[src/hdl/jmq_pkg.sv]
// Shared types and constants for the joypad merge / minimum-press qualifier.
// No dependencies; every other file imports this package.
package jmq_pkg;

  localparam int CONTROLS_PER_GROUP_DEF = 4;
  localparam int TIME_WIDTH_DEF         = 32;

  localparam int OPCODE_W  = 2;
  localparam int ZONE_W    = 4;
  localparam int NOW_W     = 32;
  localparam int CFG_W     = 16;
  localparam int CFG_IDX_W = 1;
  localparam int GRP_OUT_W = 4;

  typedef enum logic [OPCODE_W-1:0] {
    OP_TOUCH  = 2'd0,
    OP_REMOTE = 2'd1,
    OP_TICK   = 2'd2,
    OP_CLEAR  = 2'd3
  } opcode_t;

  localparam logic [CFG_IDX_W-1:0] CFG_MIN_PRESS      = 1'd0;
  localparam logic [CFG_IDX_W-1:0] CFG_REMOTE_TIMEOUT = 1'd1;

  localparam logic [CFG_W-1:0] MIN_PRESS_RST      = 16'd50;
  localparam logic [CFG_W-1:0] REMOTE_TIMEOUT_RST = 16'd0;

  typedef struct packed {
    logic [OPCODE_W-1:0] opcode;
    logic                touch_present;
    logic [ZONE_W-1:0]   touch_zone;
    logic [ZONE_W-1:0]   control_index;
    logic                pressed;
    logic [NOW_W-1:0]    now_ms;
  } in_item_t;

  typedef struct packed {
    logic [GRP_OUT_W-1:0] merged_buttons;
    logic [GRP_OUT_W-1:0] merged_directions;
    logic [GRP_OUT_W-1:0] remote_buttons;
    logic [GRP_OUT_W-1:0] remote_directions;
    logic                 joypad_irq;
  } out_item_t;

  typedef struct packed {
    logic in_valid;
    logic fire;
  } stage_ctl_t;

endpackage

[src/hdl/jmq_in_if.sv]
// Input channel interface: valid/ready plus the event fields.
// Depends on jmq_pkg.
interface jmq_in_if import jmq_pkg::*; ();
  logic                valid;
  logic                ready;
  logic [OPCODE_W-1:0] opcode;
  logic                touch_present;
  logic [ZONE_W-1:0]   touch_zone;
  logic [ZONE_W-1:0]   control_index;
  logic                pressed;
  logic [NOW_W-1:0]    now_ms;

  modport source (output valid, opcode, touch_present, touch_zone, control_index,
                  pressed, now_ms, input ready);
  modport sink   (input valid, opcode, touch_present, touch_zone, control_index,
                  pressed, now_ms, output ready);
endinterface

[src/hdl/jmq_out_if.sv]
// Result channel interface: valid/ready plus the joypad masks and interrupt.
// Depends on jmq_pkg.
interface jmq_out_if import jmq_pkg::*; ();
  logic                 valid;
  logic                 ready;
  logic [GRP_OUT_W-1:0] merged_buttons;
  logic [GRP_OUT_W-1:0] merged_directions;
  logic [GRP_OUT_W-1:0] remote_buttons;
  logic [GRP_OUT_W-1:0] remote_directions;
  logic                 joypad_irq;

  modport source (output valid, merged_buttons, merged_directions, remote_buttons,
                  remote_directions, joypad_irq, input ready);
  modport sink   (input valid, merged_buttons, merged_directions, remote_buttons,
                  remote_directions, joypad_irq, output ready);
endinterface

[src/hdl/joypad_merge_min_press_qualifier_core.sv]
// Top level of the joypad merge with minimum-press qualifier.
// Depends on jmq_pkg, jmq_in_if, jmq_out_if, jmq_in_reg, jmq_update, jmq_out_reg.
//
//   channel  | dir | handshake         | payload
//   ---------+-----+-------------------+----------------------------------------
//   in_chan  | in  | valid/ready       | opcode, touch, remote control, now_ms
//   out_chan | out | valid/ready       | merged/remote masks, joypad_irq
//   cfg_*    | in  | cfg_we, no ready  | cfg_index, cfg_wdata (16 bit)
//
// One item per cycle while the result side does not stall; an item passes the input
// register, then the result register, before its result can transfer.
// The state update is one pass of compares, one add and one subtract; no stall of its own.
// rst_n is synchronous: clears all joypad state, min press 50 ms, timeout off.
// A stalled result holds the update stage; the input register then fills and drops ready.
module joypad_merge_min_press_qualifier_core import jmq_pkg::*; #(
  parameter int CONTROLS_PER_GROUP = CONTROLS_PER_GROUP_DEF,
  parameter int TIME_WIDTH         = TIME_WIDTH_DEF
) (
  input  logic                 clk,
  input  logic                 rst_n,
  input  logic                 cfg_we,
  input  logic [CFG_IDX_W-1:0] cfg_index,
  input  logic [CFG_W-1:0]     cfg_wdata,
  jmq_in_if.sink               in_chan,
  jmq_out_if.source            out_chan
);

  stage_ctl_t ctl;
  in_item_t   item;
  out_item_t  result;
  logic       out_free;

  assign ctl.fire = ctl.in_valid && out_free;

  jmq_in_reg u_in_reg (
    .clk     (clk),
    .rst_n   (rst_n),
    .in_chan (in_chan),
    .fire    (ctl.fire),
    .valid_r (ctl.in_valid),
    .item_r  (item)
  );

  jmq_update #(
    .CONTROLS_PER_GROUP (CONTROLS_PER_GROUP),
    .TIME_WIDTH         (TIME_WIDTH)
  ) u_update (
    .clk       (clk),
    .rst_n     (rst_n),
    .cfg_we    (cfg_we),
    .cfg_index (cfg_index),
    .cfg_wdata (cfg_wdata),
    .fire      (ctl.fire),
    .item      (item),
    .result    (result)
  );

  jmq_out_reg u_out_reg (
    .clk      (clk),
    .rst_n    (rst_n),
    .ctl      (ctl),
    .result   (result),
    .free     (out_free),
    .out_chan (out_chan)
  );

endmodule

[src/hdl/jmq_in_reg.sv]
// Input register: captures one event per transfer on the input channel.
// Depends on jmq_pkg and jmq_in_if.
module jmq_in_reg import jmq_pkg::*; (
  input  logic          clk,
  input  logic          rst_n,
  jmq_in_if.sink        in_chan,
  input  logic          fire,
  output logic          valid_r,
  output in_item_t      item_r
);

  logic     valid_nxt;
  logic     load;

  assign in_chan.ready = !valid_r || fire;
  assign load          = in_chan.valid && in_chan.ready;

  always_comb begin
    valid_nxt = valid_r;
    if (load) begin
      valid_nxt = 1'b1;
    end else if (fire) begin
      valid_nxt = 1'b0;
    end
  end

  always_ff @(posedge clk) begin
    if (!rst_n) begin
      valid_r <= 1'b0;
    end else begin
      valid_r <= valid_nxt;
    end
  end

  always_ff @(posedge clk) begin
    if (load) begin
      item_r.opcode        <= in_chan.opcode;
      item_r.touch_present <= in_chan.touch_present;
      item_r.touch_zone    <= in_chan.touch_zone;
      item_r.control_index <= in_chan.control_index;
      item_r.pressed       <= in_chan.pressed;
      item_r.now_ms        <= in_chan.now_ms;
    end
  end

endmodule

[src/hdl/jmq_update.sv]
// Joypad state, config registers and the combinational next-state/result logic.
// Depends on jmq_pkg.
module jmq_update import jmq_pkg::*; #(
  parameter int CONTROLS_PER_GROUP = CONTROLS_PER_GROUP_DEF,
  parameter int TIME_WIDTH         = TIME_WIDTH_DEF
) (
  input  logic                 clk,
  input  logic                 rst_n,
  input  logic                 cfg_we,
  input  logic [CFG_IDX_W-1:0] cfg_index,
  input  logic [CFG_W-1:0]     cfg_wdata,
  input  logic                 fire,
  input  in_item_t             item,
  output out_item_t            result
);

  localparam int NCTRL = 2 * CONTROLS_PER_GROUP;
  localparam int CMP_W = ZONE_W + 1;

  logic [CFG_W-1:0]      min_press_r;
  logic [CFG_W-1:0]      timeout_r;

  logic [NCTRL-1:0]      touch_r, touch_nxt;
  logic [NCTRL-1:0]      remote_r, remote_nxt;
  logic [NCTRL-1:0]      checked_r, checked_nxt;
  logic [TIME_WIDTH-1:0] press_r   [NCTRL];
  logic [TIME_WIDTH-1:0] press_nxt [NCTRL];
  logic [TIME_WIDTH-1:0] due_r     [NCTRL];
  logic [TIME_WIDTH-1:0] due_nxt   [NCTRL];
  logic [TIME_WIDTH-1:0] last_r, last_nxt;

  logic [TIME_WIDTH-1:0] now;
  logic [NCTRL-1:0]      zone_hit;
  logic [NCTRL-1:0]      ctrl_sel;
  logic [NCTRL-1:0]      due_nz;
  logic [TIME_WIDTH-1:0] press_sel;
  logic [TIME_WIDTH-1:0] earliest;
  logic [TIME_WIDTH-1:0] due_new;
  logic                  timeout_hit;
  logic [NCTRL-1:0]      merged;
  logic [NCTRL-1:0]      cur;
  logic                  irq;

  assign now = TIME_WIDTH'(item.now_ms);

  always_comb begin
    press_sel = '0;
    for (int i = 0; i < NCTRL; i++) begin
      zone_hit[i] = item.touch_present &&
                    (CMP_W'(item.touch_zone) == CMP_W'(i));
      ctrl_sel[i] = (CMP_W'(item.control_index) == CMP_W'(i));
      due_nz[i]   = (due_r[i] != '0);
      press_sel   = press_sel | (ctrl_sel[i] ? press_r[i] : '0);
    end
  end

  assign earliest = press_sel + TIME_WIDTH'(min_press_r);
  assign due_new  = (now < earliest) ? earliest : now;

  assign timeout_hit = (remote_r != '0) && (timeout_r != '0) && (last_r != '0) &&
                       (now >= last_r) && ((now - last_r) > TIME_WIDTH'(timeout_r));

  always_comb begin
    touch_nxt   = touch_r;
    remote_nxt  = remote_r;
    checked_nxt = checked_r;
    press_nxt   = press_r;
    due_nxt     = due_r;
    last_nxt    = last_r;
    irq         = 1'b0;
    cur         = '0;
    unique case (item.opcode)
      OP_TOUCH: begin
        touch_nxt = zone_hit;
        if (item.touch_present) begin
          cur         = zone_hit | remote_r;
          irq         = |(cur & ~checked_r);
          checked_nxt = cur;
        end
      end
      OP_REMOTE: begin
        for (int i = 0; i < NCTRL; i++) begin
          if (ctrl_sel[i]) begin
            if (item.pressed) begin
              if (!remote_r[i]) begin
                press_nxt[i] = now;
              end
              due_nxt[i]    = '0;
              remote_nxt[i] = 1'b1;
            end else begin
              due_nxt[i] = due_new;
            end
          end
        end
        last_nxt = now;
      end
      OP_TICK: begin
        if ((remote_r != '0) || (due_nz != '0)) begin
          if (timeout_hit) begin
            remote_nxt = '0;
            for (int i = 0; i < NCTRL; i++) begin
              press_nxt[i] = '0;
              due_nxt[i]   = '0;
            end
            last_nxt = '0;
          end else begin
            for (int i = 0; i < NCTRL; i++) begin
              if (due_nz[i] && (now >= due_r[i])) begin
                remote_nxt[i] = 1'b0;
                due_nxt[i]    = '0;
              end
            end
          end
          cur         = touch_r | remote_nxt;
          irq         = |(cur & ~checked_r);
          checked_nxt = cur;
        end
      end
      OP_CLEAR: begin
        remote_nxt = '0;
        for (int i = 0; i < NCTRL; i++) begin
          press_nxt[i] = '0;
          due_nxt[i]   = '0;
        end
        last_nxt = '0;
      end
      default: ;
    endcase
  end

  assign merged = touch_nxt | remote_nxt;

  // groups wider than the output field are truncated, narrower ones zero-padded
  for (genvar b = 0; b < GRP_OUT_W; b++) begin : g_out
    if (b < CONTROLS_PER_GROUP) begin : g_bit
      assign result.merged_buttons[b]    = merged[b];
      assign result.merged_directions[b] = merged[CONTROLS_PER_GROUP + b];
      assign result.remote_buttons[b]    = remote_nxt[b];
      assign result.remote_directions[b] = remote_nxt[CONTROLS_PER_GROUP + b];
    end else begin : g_pad
      assign result.merged_buttons[b]    = 1'b0;
      assign result.merged_directions[b] = 1'b0;
      assign result.remote_buttons[b]    = 1'b0;
      assign result.remote_directions[b] = 1'b0;
    end
  end
  assign result.joypad_irq = irq;

  always_ff @(posedge clk) begin
    if (!rst_n) begin
      min_press_r <= MIN_PRESS_RST;
      timeout_r   <= REMOTE_TIMEOUT_RST;
    end else if (cfg_we) begin
      unique case (cfg_index)
        CFG_MIN_PRESS:      min_press_r <= cfg_wdata;
        CFG_REMOTE_TIMEOUT: timeout_r   <= cfg_wdata;
        default: ;
      endcase
    end
  end

  always_ff @(posedge clk) begin
    if (!rst_n) begin
      touch_r   <= '0;
      remote_r  <= '0;
      checked_r <= '0;
      last_r    <= '0;
      for (int i = 0; i < NCTRL; i++) begin
        press_r[i] <= '0;
        due_r[i]   <= '0;
      end
    end else if (fire) begin
      touch_r   <= touch_nxt;
      remote_r  <= remote_nxt;
      checked_r <= checked_nxt;
      last_r    <= last_nxt;
      press_r   <= press_nxt;
      due_r     <= due_nxt;
    end
  end

endmodule

[src/hdl/jmq_out_reg.sv]
// Result register: holds one result until the sink takes the transfer.
// Depends on jmq_pkg and jmq_out_if.
module jmq_out_reg import jmq_pkg::*; (
  input  logic       clk,
  input  logic       rst_n,
  input  stage_ctl_t ctl,
  input  out_item_t  result,
  output logic       free,
  jmq_out_if.source  out_chan
);

  logic      valid_r, valid_nxt;
  out_item_t item_r;

  assign free = !valid_r || out_chan.ready;

  always_comb begin
    valid_nxt = valid_r;
    if (ctl.fire) begin
      valid_nxt = 1'b1;
    end else if (out_chan.ready) begin
      valid_nxt = 1'b0;
    end
  end

  always_ff @(posedge clk) begin
    if (!rst_n) begin
      valid_r <= 1'b0;
    end else begin
      valid_r <= valid_nxt;
    end
  end

  always_ff @(posedge clk) begin
    if (ctl.fire) begin
      item_r <= result;
    end
  end

  assign out_chan.valid             = valid_r;
  assign out_chan.merged_buttons    = item_r.merged_buttons;
  assign out_chan.merged_directions = item_r.merged_directions;
  assign out_chan.remote_buttons    = item_r.remote_buttons;
  assign out_chan.remote_directions = item_r.remote_directions;
  assign out_chan.joypad_irq        = item_r.joypad_irq;

endmodule

[src/flat_wrapper.sv]
// flat-port wrapper written by rule: the top's interface ports become plain ports
module joypad_merge_min_press_qualifier_core_flat import jmq_pkg::*;
#(
  parameter int CONTROLS_PER_GROUP = CONTROLS_PER_GROUP_DEF,
  parameter int TIME_WIDTH         = TIME_WIDTH_DEF
)
  (clk, rst_n, cfg_we, cfg_index, cfg_wdata, in_chan_valid, in_chan_opcode, in_chan_touch_present, in_chan_touch_zone, in_chan_control_index, in_chan_pressed, in_chan_now_ms, in_chan_ready, out_chan_valid, out_chan_merged_buttons, out_chan_merged_directions, out_chan_remote_buttons, out_chan_remote_directions, out_chan_joypad_irq, out_chan_ready);
  jmq_in_if in_chan_i ();
  jmq_out_if out_chan_i ();
  input  logic clk;
  input  logic rst_n;
  input  logic cfg_we;
  input  logic [CFG_IDX_W-1:0] cfg_index;
  input  logic [CFG_W-1:0] cfg_wdata;
  input wire logic [$bits(in_chan_i.valid)-1:0] in_chan_valid;
  input wire logic [$bits(in_chan_i.opcode)-1:0] in_chan_opcode;
  input wire logic [$bits(in_chan_i.touch_present)-1:0] in_chan_touch_present;
  input wire logic [$bits(in_chan_i.touch_zone)-1:0] in_chan_touch_zone;
  input wire logic [$bits(in_chan_i.control_index)-1:0] in_chan_control_index;
  input wire logic [$bits(in_chan_i.pressed)-1:0] in_chan_pressed;
  input wire logic [$bits(in_chan_i.now_ms)-1:0] in_chan_now_ms;
  output wire logic [$bits(in_chan_i.ready)-1:0] in_chan_ready;
  output wire logic [$bits(out_chan_i.valid)-1:0] out_chan_valid;
  output wire logic [$bits(out_chan_i.merged_buttons)-1:0] out_chan_merged_buttons;
  output wire logic [$bits(out_chan_i.merged_directions)-1:0] out_chan_merged_directions;
  output wire logic [$bits(out_chan_i.remote_buttons)-1:0] out_chan_remote_buttons;
  output wire logic [$bits(out_chan_i.remote_directions)-1:0] out_chan_remote_directions;
  output wire logic [$bits(out_chan_i.joypad_irq)-1:0] out_chan_joypad_irq;
  input wire logic [$bits(out_chan_i.ready)-1:0] out_chan_ready;
  assign in_chan_i.valid = in_chan_valid;
  assign in_chan_i.opcode = in_chan_opcode;
  assign in_chan_i.touch_present = in_chan_touch_present;
  assign in_chan_i.touch_zone = in_chan_touch_zone;
  assign in_chan_i.control_index = in_chan_control_index;
  assign in_chan_i.pressed = in_chan_pressed;
  assign in_chan_i.now_ms = in_chan_now_ms;
  assign in_chan_ready = in_chan_i.ready;
  assign out_chan_valid = out_chan_i.valid;
  assign out_chan_merged_buttons = out_chan_i.merged_buttons;
  assign out_chan_merged_directions = out_chan_i.merged_directions;
  assign out_chan_remote_buttons = out_chan_i.remote_buttons;
  assign out_chan_remote_directions = out_chan_i.remote_directions;
  assign out_chan_joypad_irq = out_chan_i.joypad_irq;
  assign out_chan_i.ready = out_chan_ready;
  joypad_merge_min_press_qualifier_core #(.CONTROLS_PER_GROUP(CONTROLS_PER_GROUP), .TIME_WIDTH(TIME_WIDTH)) u_core (.clk(clk), .rst_n(rst_n), .cfg_we(cfg_we), .cfg_index(cfg_index), .cfg_wdata(cfg_wdata), .in_chan(in_chan_i), .out_chan(out_chan_i));
endmodule
[config.mk]
export PLATFORM = sky130hd
export DESIGN_NAME = joypad_merge_min_press_qualifier_core_flat
export DESIGN_NICKNAME = d
export VERILOG_FILES = /design/src/hdl/jmq_pkg.sv /design/src/hdl/jmq_in_if.sv /design/src/hdl/jmq_out_if.sv /design/src/hdl/joypad_merge_min_press_qualifier_core.sv /design/src/hdl/jmq_in_reg.sv /design/src/hdl/jmq_update.sv /design/src/hdl/jmq_out_reg.sv /design/src/flat_wrapper.sv
export SDC_FILE = /design/constraint.sdc
export NUM_CORES = 2
export LEC_CHECK = 0
export BUFFER_PORTS_ARGS = -buffer_cell sky130_fd_sc_hd__buf_2
export CAP_MARGIN = 20
export CORE_MARGIN = 2
export CORE_UTILIZATION = 64
export CTS_CLUSTER_DIAMETER = 120
export DETAILED_ROUTE_END_ITERATION = 12
export PLACE_DENSITY = 0.81
export SLEW_MARGIN = 0
export SYNTH_ARGS = -nofsm -noshare
export SYNTH_HDL_FRONTEND = slang
export SYNTH_SLANG_ARGS = --single-unit
[constraint.sdc]
create_clock -name clk -period 8.3 [get_ports clk]
set_clock_uncertainty 0.1 [all_clocks]
set_input_delay 1.245 -clock clk [delete_from_list [all_inputs] [get_ports clk]]
set_output_delay 1.245 -clock clk [all_outputs]
set_load 0.02 [all_outputs]
==> impl_metrics.ini <==
[status]
status = completed

[global_routing]
track_usage_pct = 37.5
grt_pass1_wl_um = 175000
grt_pass1_vias = 30912
grt_max_degree = 109
grt_overflow_total = 0
antenna_found_initial = 0

[clocking]
cts_buffers = 69
clockBufferDepth = 3
cts_root_buffer = clkbuf_16
cts.sinks = 663
cts.htree.levels = 3
post_cts_resized = 0
clk_latency_ps = 630
cts_tree = yes
post_cts.repair.setup_buffers = 0
cts_hold_buffers = 0
clkTransAtPathRegs_ps = 60

[power]
leakagePower_uw = 0.0151
power_density_mw_per_mm2 = 190
irDropWorstVdd_v = 0.000201

[sta]
fmax_mhz = 129
final-setup-viol-count = 0
slew_headroom_pct = 27.8
final.setup.tns_ps = 0
rsz0062_at_grt = false
finalHoldViolCount = 0
maxSlewViolCount = 0
period_share_pct = 93.7
tightest_slew_ps = 1080
min_period_ps = 7780

[cells_and_area]
final_core_util_pct = 71.1
nNetsFinal = 4474
drive_above_1_share_pct = 8.79
num_antenna_cells = 0
syn_to_final_growth_pct = 9.76

[run]
cap_violations = 0

[critical_path]
critPathLaunchType = flip-flop
worstSetupEndpointType = flip-flop
crit_type = flip-flop to flip-flop
cp_max_fo = 46
crit_slowest_cell = a21oi_1
path_buf_inv = 2
slowest_delay_ps = 800
crit_required_ps = 8740
cpMostUsedCell = a21oi_1
critPathArrivalTime_ps = 8220
cp_top_family = simple AND/OR/NAND/NOR gates
crit_chain = nor2b_1 -> and3_1 -> buf_4 -> a22oi_1 -> nand4_1 -> ha_1 -> and4_1 -> a21oi_1 -> a21boi_0 -> nand2_1 -> a2111oi_0 -> or3_1 -> xor2_1 -> ha_1 -> nand4_1 -> a2111oi_0 -> a21oi_1 -> or4b_2 -> nand3_2 -> buf_12 -> nand2_1 -> a21oi_1 -> a22o_1

[synth]
synth_fp_nets = 4441
synth_cells = 4022
yosys.cell_types.count = 86
yosys_warnings = 0
synthFlopType = dfxtp_1
syn_avg_cell_area_sq_um = 9.09
synthArstFlopShare_pct = 0
synth-edff-count = 61
yosysSeqAreaShare_pct = 38.0
synth_seq_cells = 663
syn_area_sq_mm = 0.0366

[route]
via_per_inst = 6.65
drtAntennaViolNets = 0
vias = 32321
dr.pass1.iters = 8
drtIter0Drc = 3723
drc = 0
routed_wl_um = 114000
wl_per_cell_um = 23.4

[floorplan]
die_w_um = 243
rows = 87
die_area_sq_mm = 0.0591
start_util_pct = 64.7
die_h_um = 243
core_area_sq_mm = 0.0565
boundaryPins = 85

[placement]
gp_congestion = 0.998
dp.final_hpwl_um = 79400
place.port_buffers = 84

[hold_path]
holdCritPathClass = flip-flop to flip-flop
==> layer usage <==
| layer | vias up | routed length (um) | GRT usage, % |
|---|---|---|---|
| met4 | 0 | 6520 | 21.1 |
| met1 | 15496 | 46100 | 48.9 |
| met5 | - | 0 | 0 |
| met2 | 1690 | 51300 | 60.0 |
| li1 | 14732 | - | - |
| met3 | 403 | 9900 | 5.21 |
==> area by class of cell <==
| class | count | area (sq um) |
|---|---|---|
| Multi-Input combinational cell | 2821 | 20700 |
| Fill cell | 4256 | 16300 |
| Sequential cell | 663 | 13900 |
| Clock buffer | 100 | 2040 |
| Inverter | 333 | 1250 |
| Timing Repair Buffer | 167 | 1080 |
| Tap cell | 756 | 946 |
| Clock inverter | 21 | 268 |
==> synthesized netlist by cell type, types with 11 or more instances <==
| master | count | share of area (%) |
|---|---|---|
| or2_2 | 36 | 0.62 |
| o31ai_1 | 13 | 0.27 |
| nor2_1 | 143 | 1.5 |
| ha_1 | 351 | 12 |
| dfxtp_1 | 602 | 33 |
| inv_1 | 332 | 3.4 |
| edfxtp_1 | 61 | 5.0 |
| clkbuf_1 | 128 | 1.3 |
| nand3b_1 | 12 | 0.25 |
| xnor2_1 | 28 | 0.67 |
| o21ai_0 | 121 | 1.7 |
| o22ai_1 | 14 | 0.24 |
| nand4_1 | 105 | 1.8 |
| o211ai_1 | 28 | 0.57 |
| nand3_1 | 49 | 0.67 |
| a21oi_1 | 231 | 3.2 |
| a22oi_1 | 61 | 1.3 |
| nand2_1 | 520 | 5.3 |
| nand2b_1 | 15 | 0.26 |
| or3_1 | 12 | 0.21 |
| a31oi_1 | 19 | 0.32 |
| a22o_1 | 270 | 6.5 |
| o21a_1 | 28 | 0.57 |
| a211oi_1 | 50 | 1.0 |
| o21bai_1 | 11 | 0.23 |
| nor2b_1 | 21 | 0.36 |
| a21o_1 | 27 | 0.55 |
| nor3_1 | 49 | 0.67 |
| xor2_1 | 21 | 0.50 |
| a221oi_1 | 14 | 0.34 |
| buf_2 | 43 | 0.59 |
| nor4_1 | 88 | 1.5 |
| and2_1 | 12 | 0.21 |
| buf_4 | 16 | 0.33 |
| mux2i_1 | 313 | 8.6 |
==> final timing paths <==
check                           cells past startpoint                           to  slack (ps)                   startpoint
worst max-delay path                               23   u_core.u_update.due_r[215]         520   u_core.u_in_reg.item_r[35]
worst min-delay path                                2  u_core.u_update.press_r[58]         360  u_core.u_update.press_r[58]
worst max register to register                     23   u_core.u_update.due_r[215]         520   u_core.u_in_reg.item_r[35]
worst min register to register                      2  u_core.u_update.press_r[58]         360  u_core.u_update.press_r[58]
==> worst min-delay path, stage by stage (launching register included) <==
cell and delay [ps]:
dfxtp_1 310, nand2_1 50, mux2i_1 50
==> through the flow <==
stage | std cells | hold slack, ps | cell area (sq um) | total power (uW) | worst slack, ps
after floorplan | 4022 | 330 | 36600 | 4110 | 1610
after global placement | 4738 | 338 | 37800 | 4450 | 932
after detailed placement | 4738 | 343 | 37800 | 4470 | 832
after CTS | 4859 | 356 | 40100 | 7600 | 735
after global routing | 4861 | 365 | 40100 | 7850 | 149
final | 4861 | 355 | 40100 | 7630 | 522
==> registers in the layout (all words and copies together) (netlist names), 4 cells and up <==
signal / cells
u_core.u_out_reg.out_chan.remote_directions: 4
u_core.u_update.last_r: 32
u_core.u_update.checked_r: 8
u_core.u_update.min_press_r: 16
u_core.u_out_reg.out_chan.remote_buttons: 4
u_core.u_update.due_r: 256
u_core.u_out_reg.out_chan.merged_directions: 4
u_core.u_update.touch_r: 8
u_core.u_out_reg.out_chan.merged_buttons: 4
u_core.u_in_reg.item_r: 44
u_core.u_update.remote_r: 8
u_core.u_update.press_r: 256
u_core.u_update.timeout_r: 16
==> cells in the final DEF (no fill, tap or decap), types with 28 or more instances in the layout <==
cell type,synthesis,final
o211ai_1,28,28
ha_1,351,351
nor3_1,49,48
buf_4,16,81
clkbuf_16,0,72
a22oi_1,61,61
a21oi_1,231,231
xnor2_1,28,28
edfxtp_1,61,61
nor4_1,88,88
buf_2,43,83
or2_2,36,36
nor2_1,143,142
nand4_1,105,105
o21ai_0,121,121
a211oi_1,50,50
inv_1,332,331
a22o_1,270,270
mux2i_1,313,313
dfxtp_1,602,602
nand2_1,520,520
nand3_1,49,48
==> power breakdown <==
part / internal (uW) / total (uW) / switching [uW]
Sequential: 3300 / 3370 / 64.0
Clock: 1870 / 3180 / 1320
Combinational: 360 / 1080 / 720
==> kinds of logic after synthesis <==
| group | count (synthesis) | share of synthesized area [%] |
|---|---|---|
| buf+inv | 538 | 6.04 |
| flops | 663 | 38.0 |
| mux | 327 | 9.09 |
| xor+xnor | 49 | 1.17 |
| compound gates | 989 | 19.4 |
| simple gates | 1103 | 14.2 |
| fa+ha+maj | 353 | 12.1 |
(Power assumes the default switching activity.)
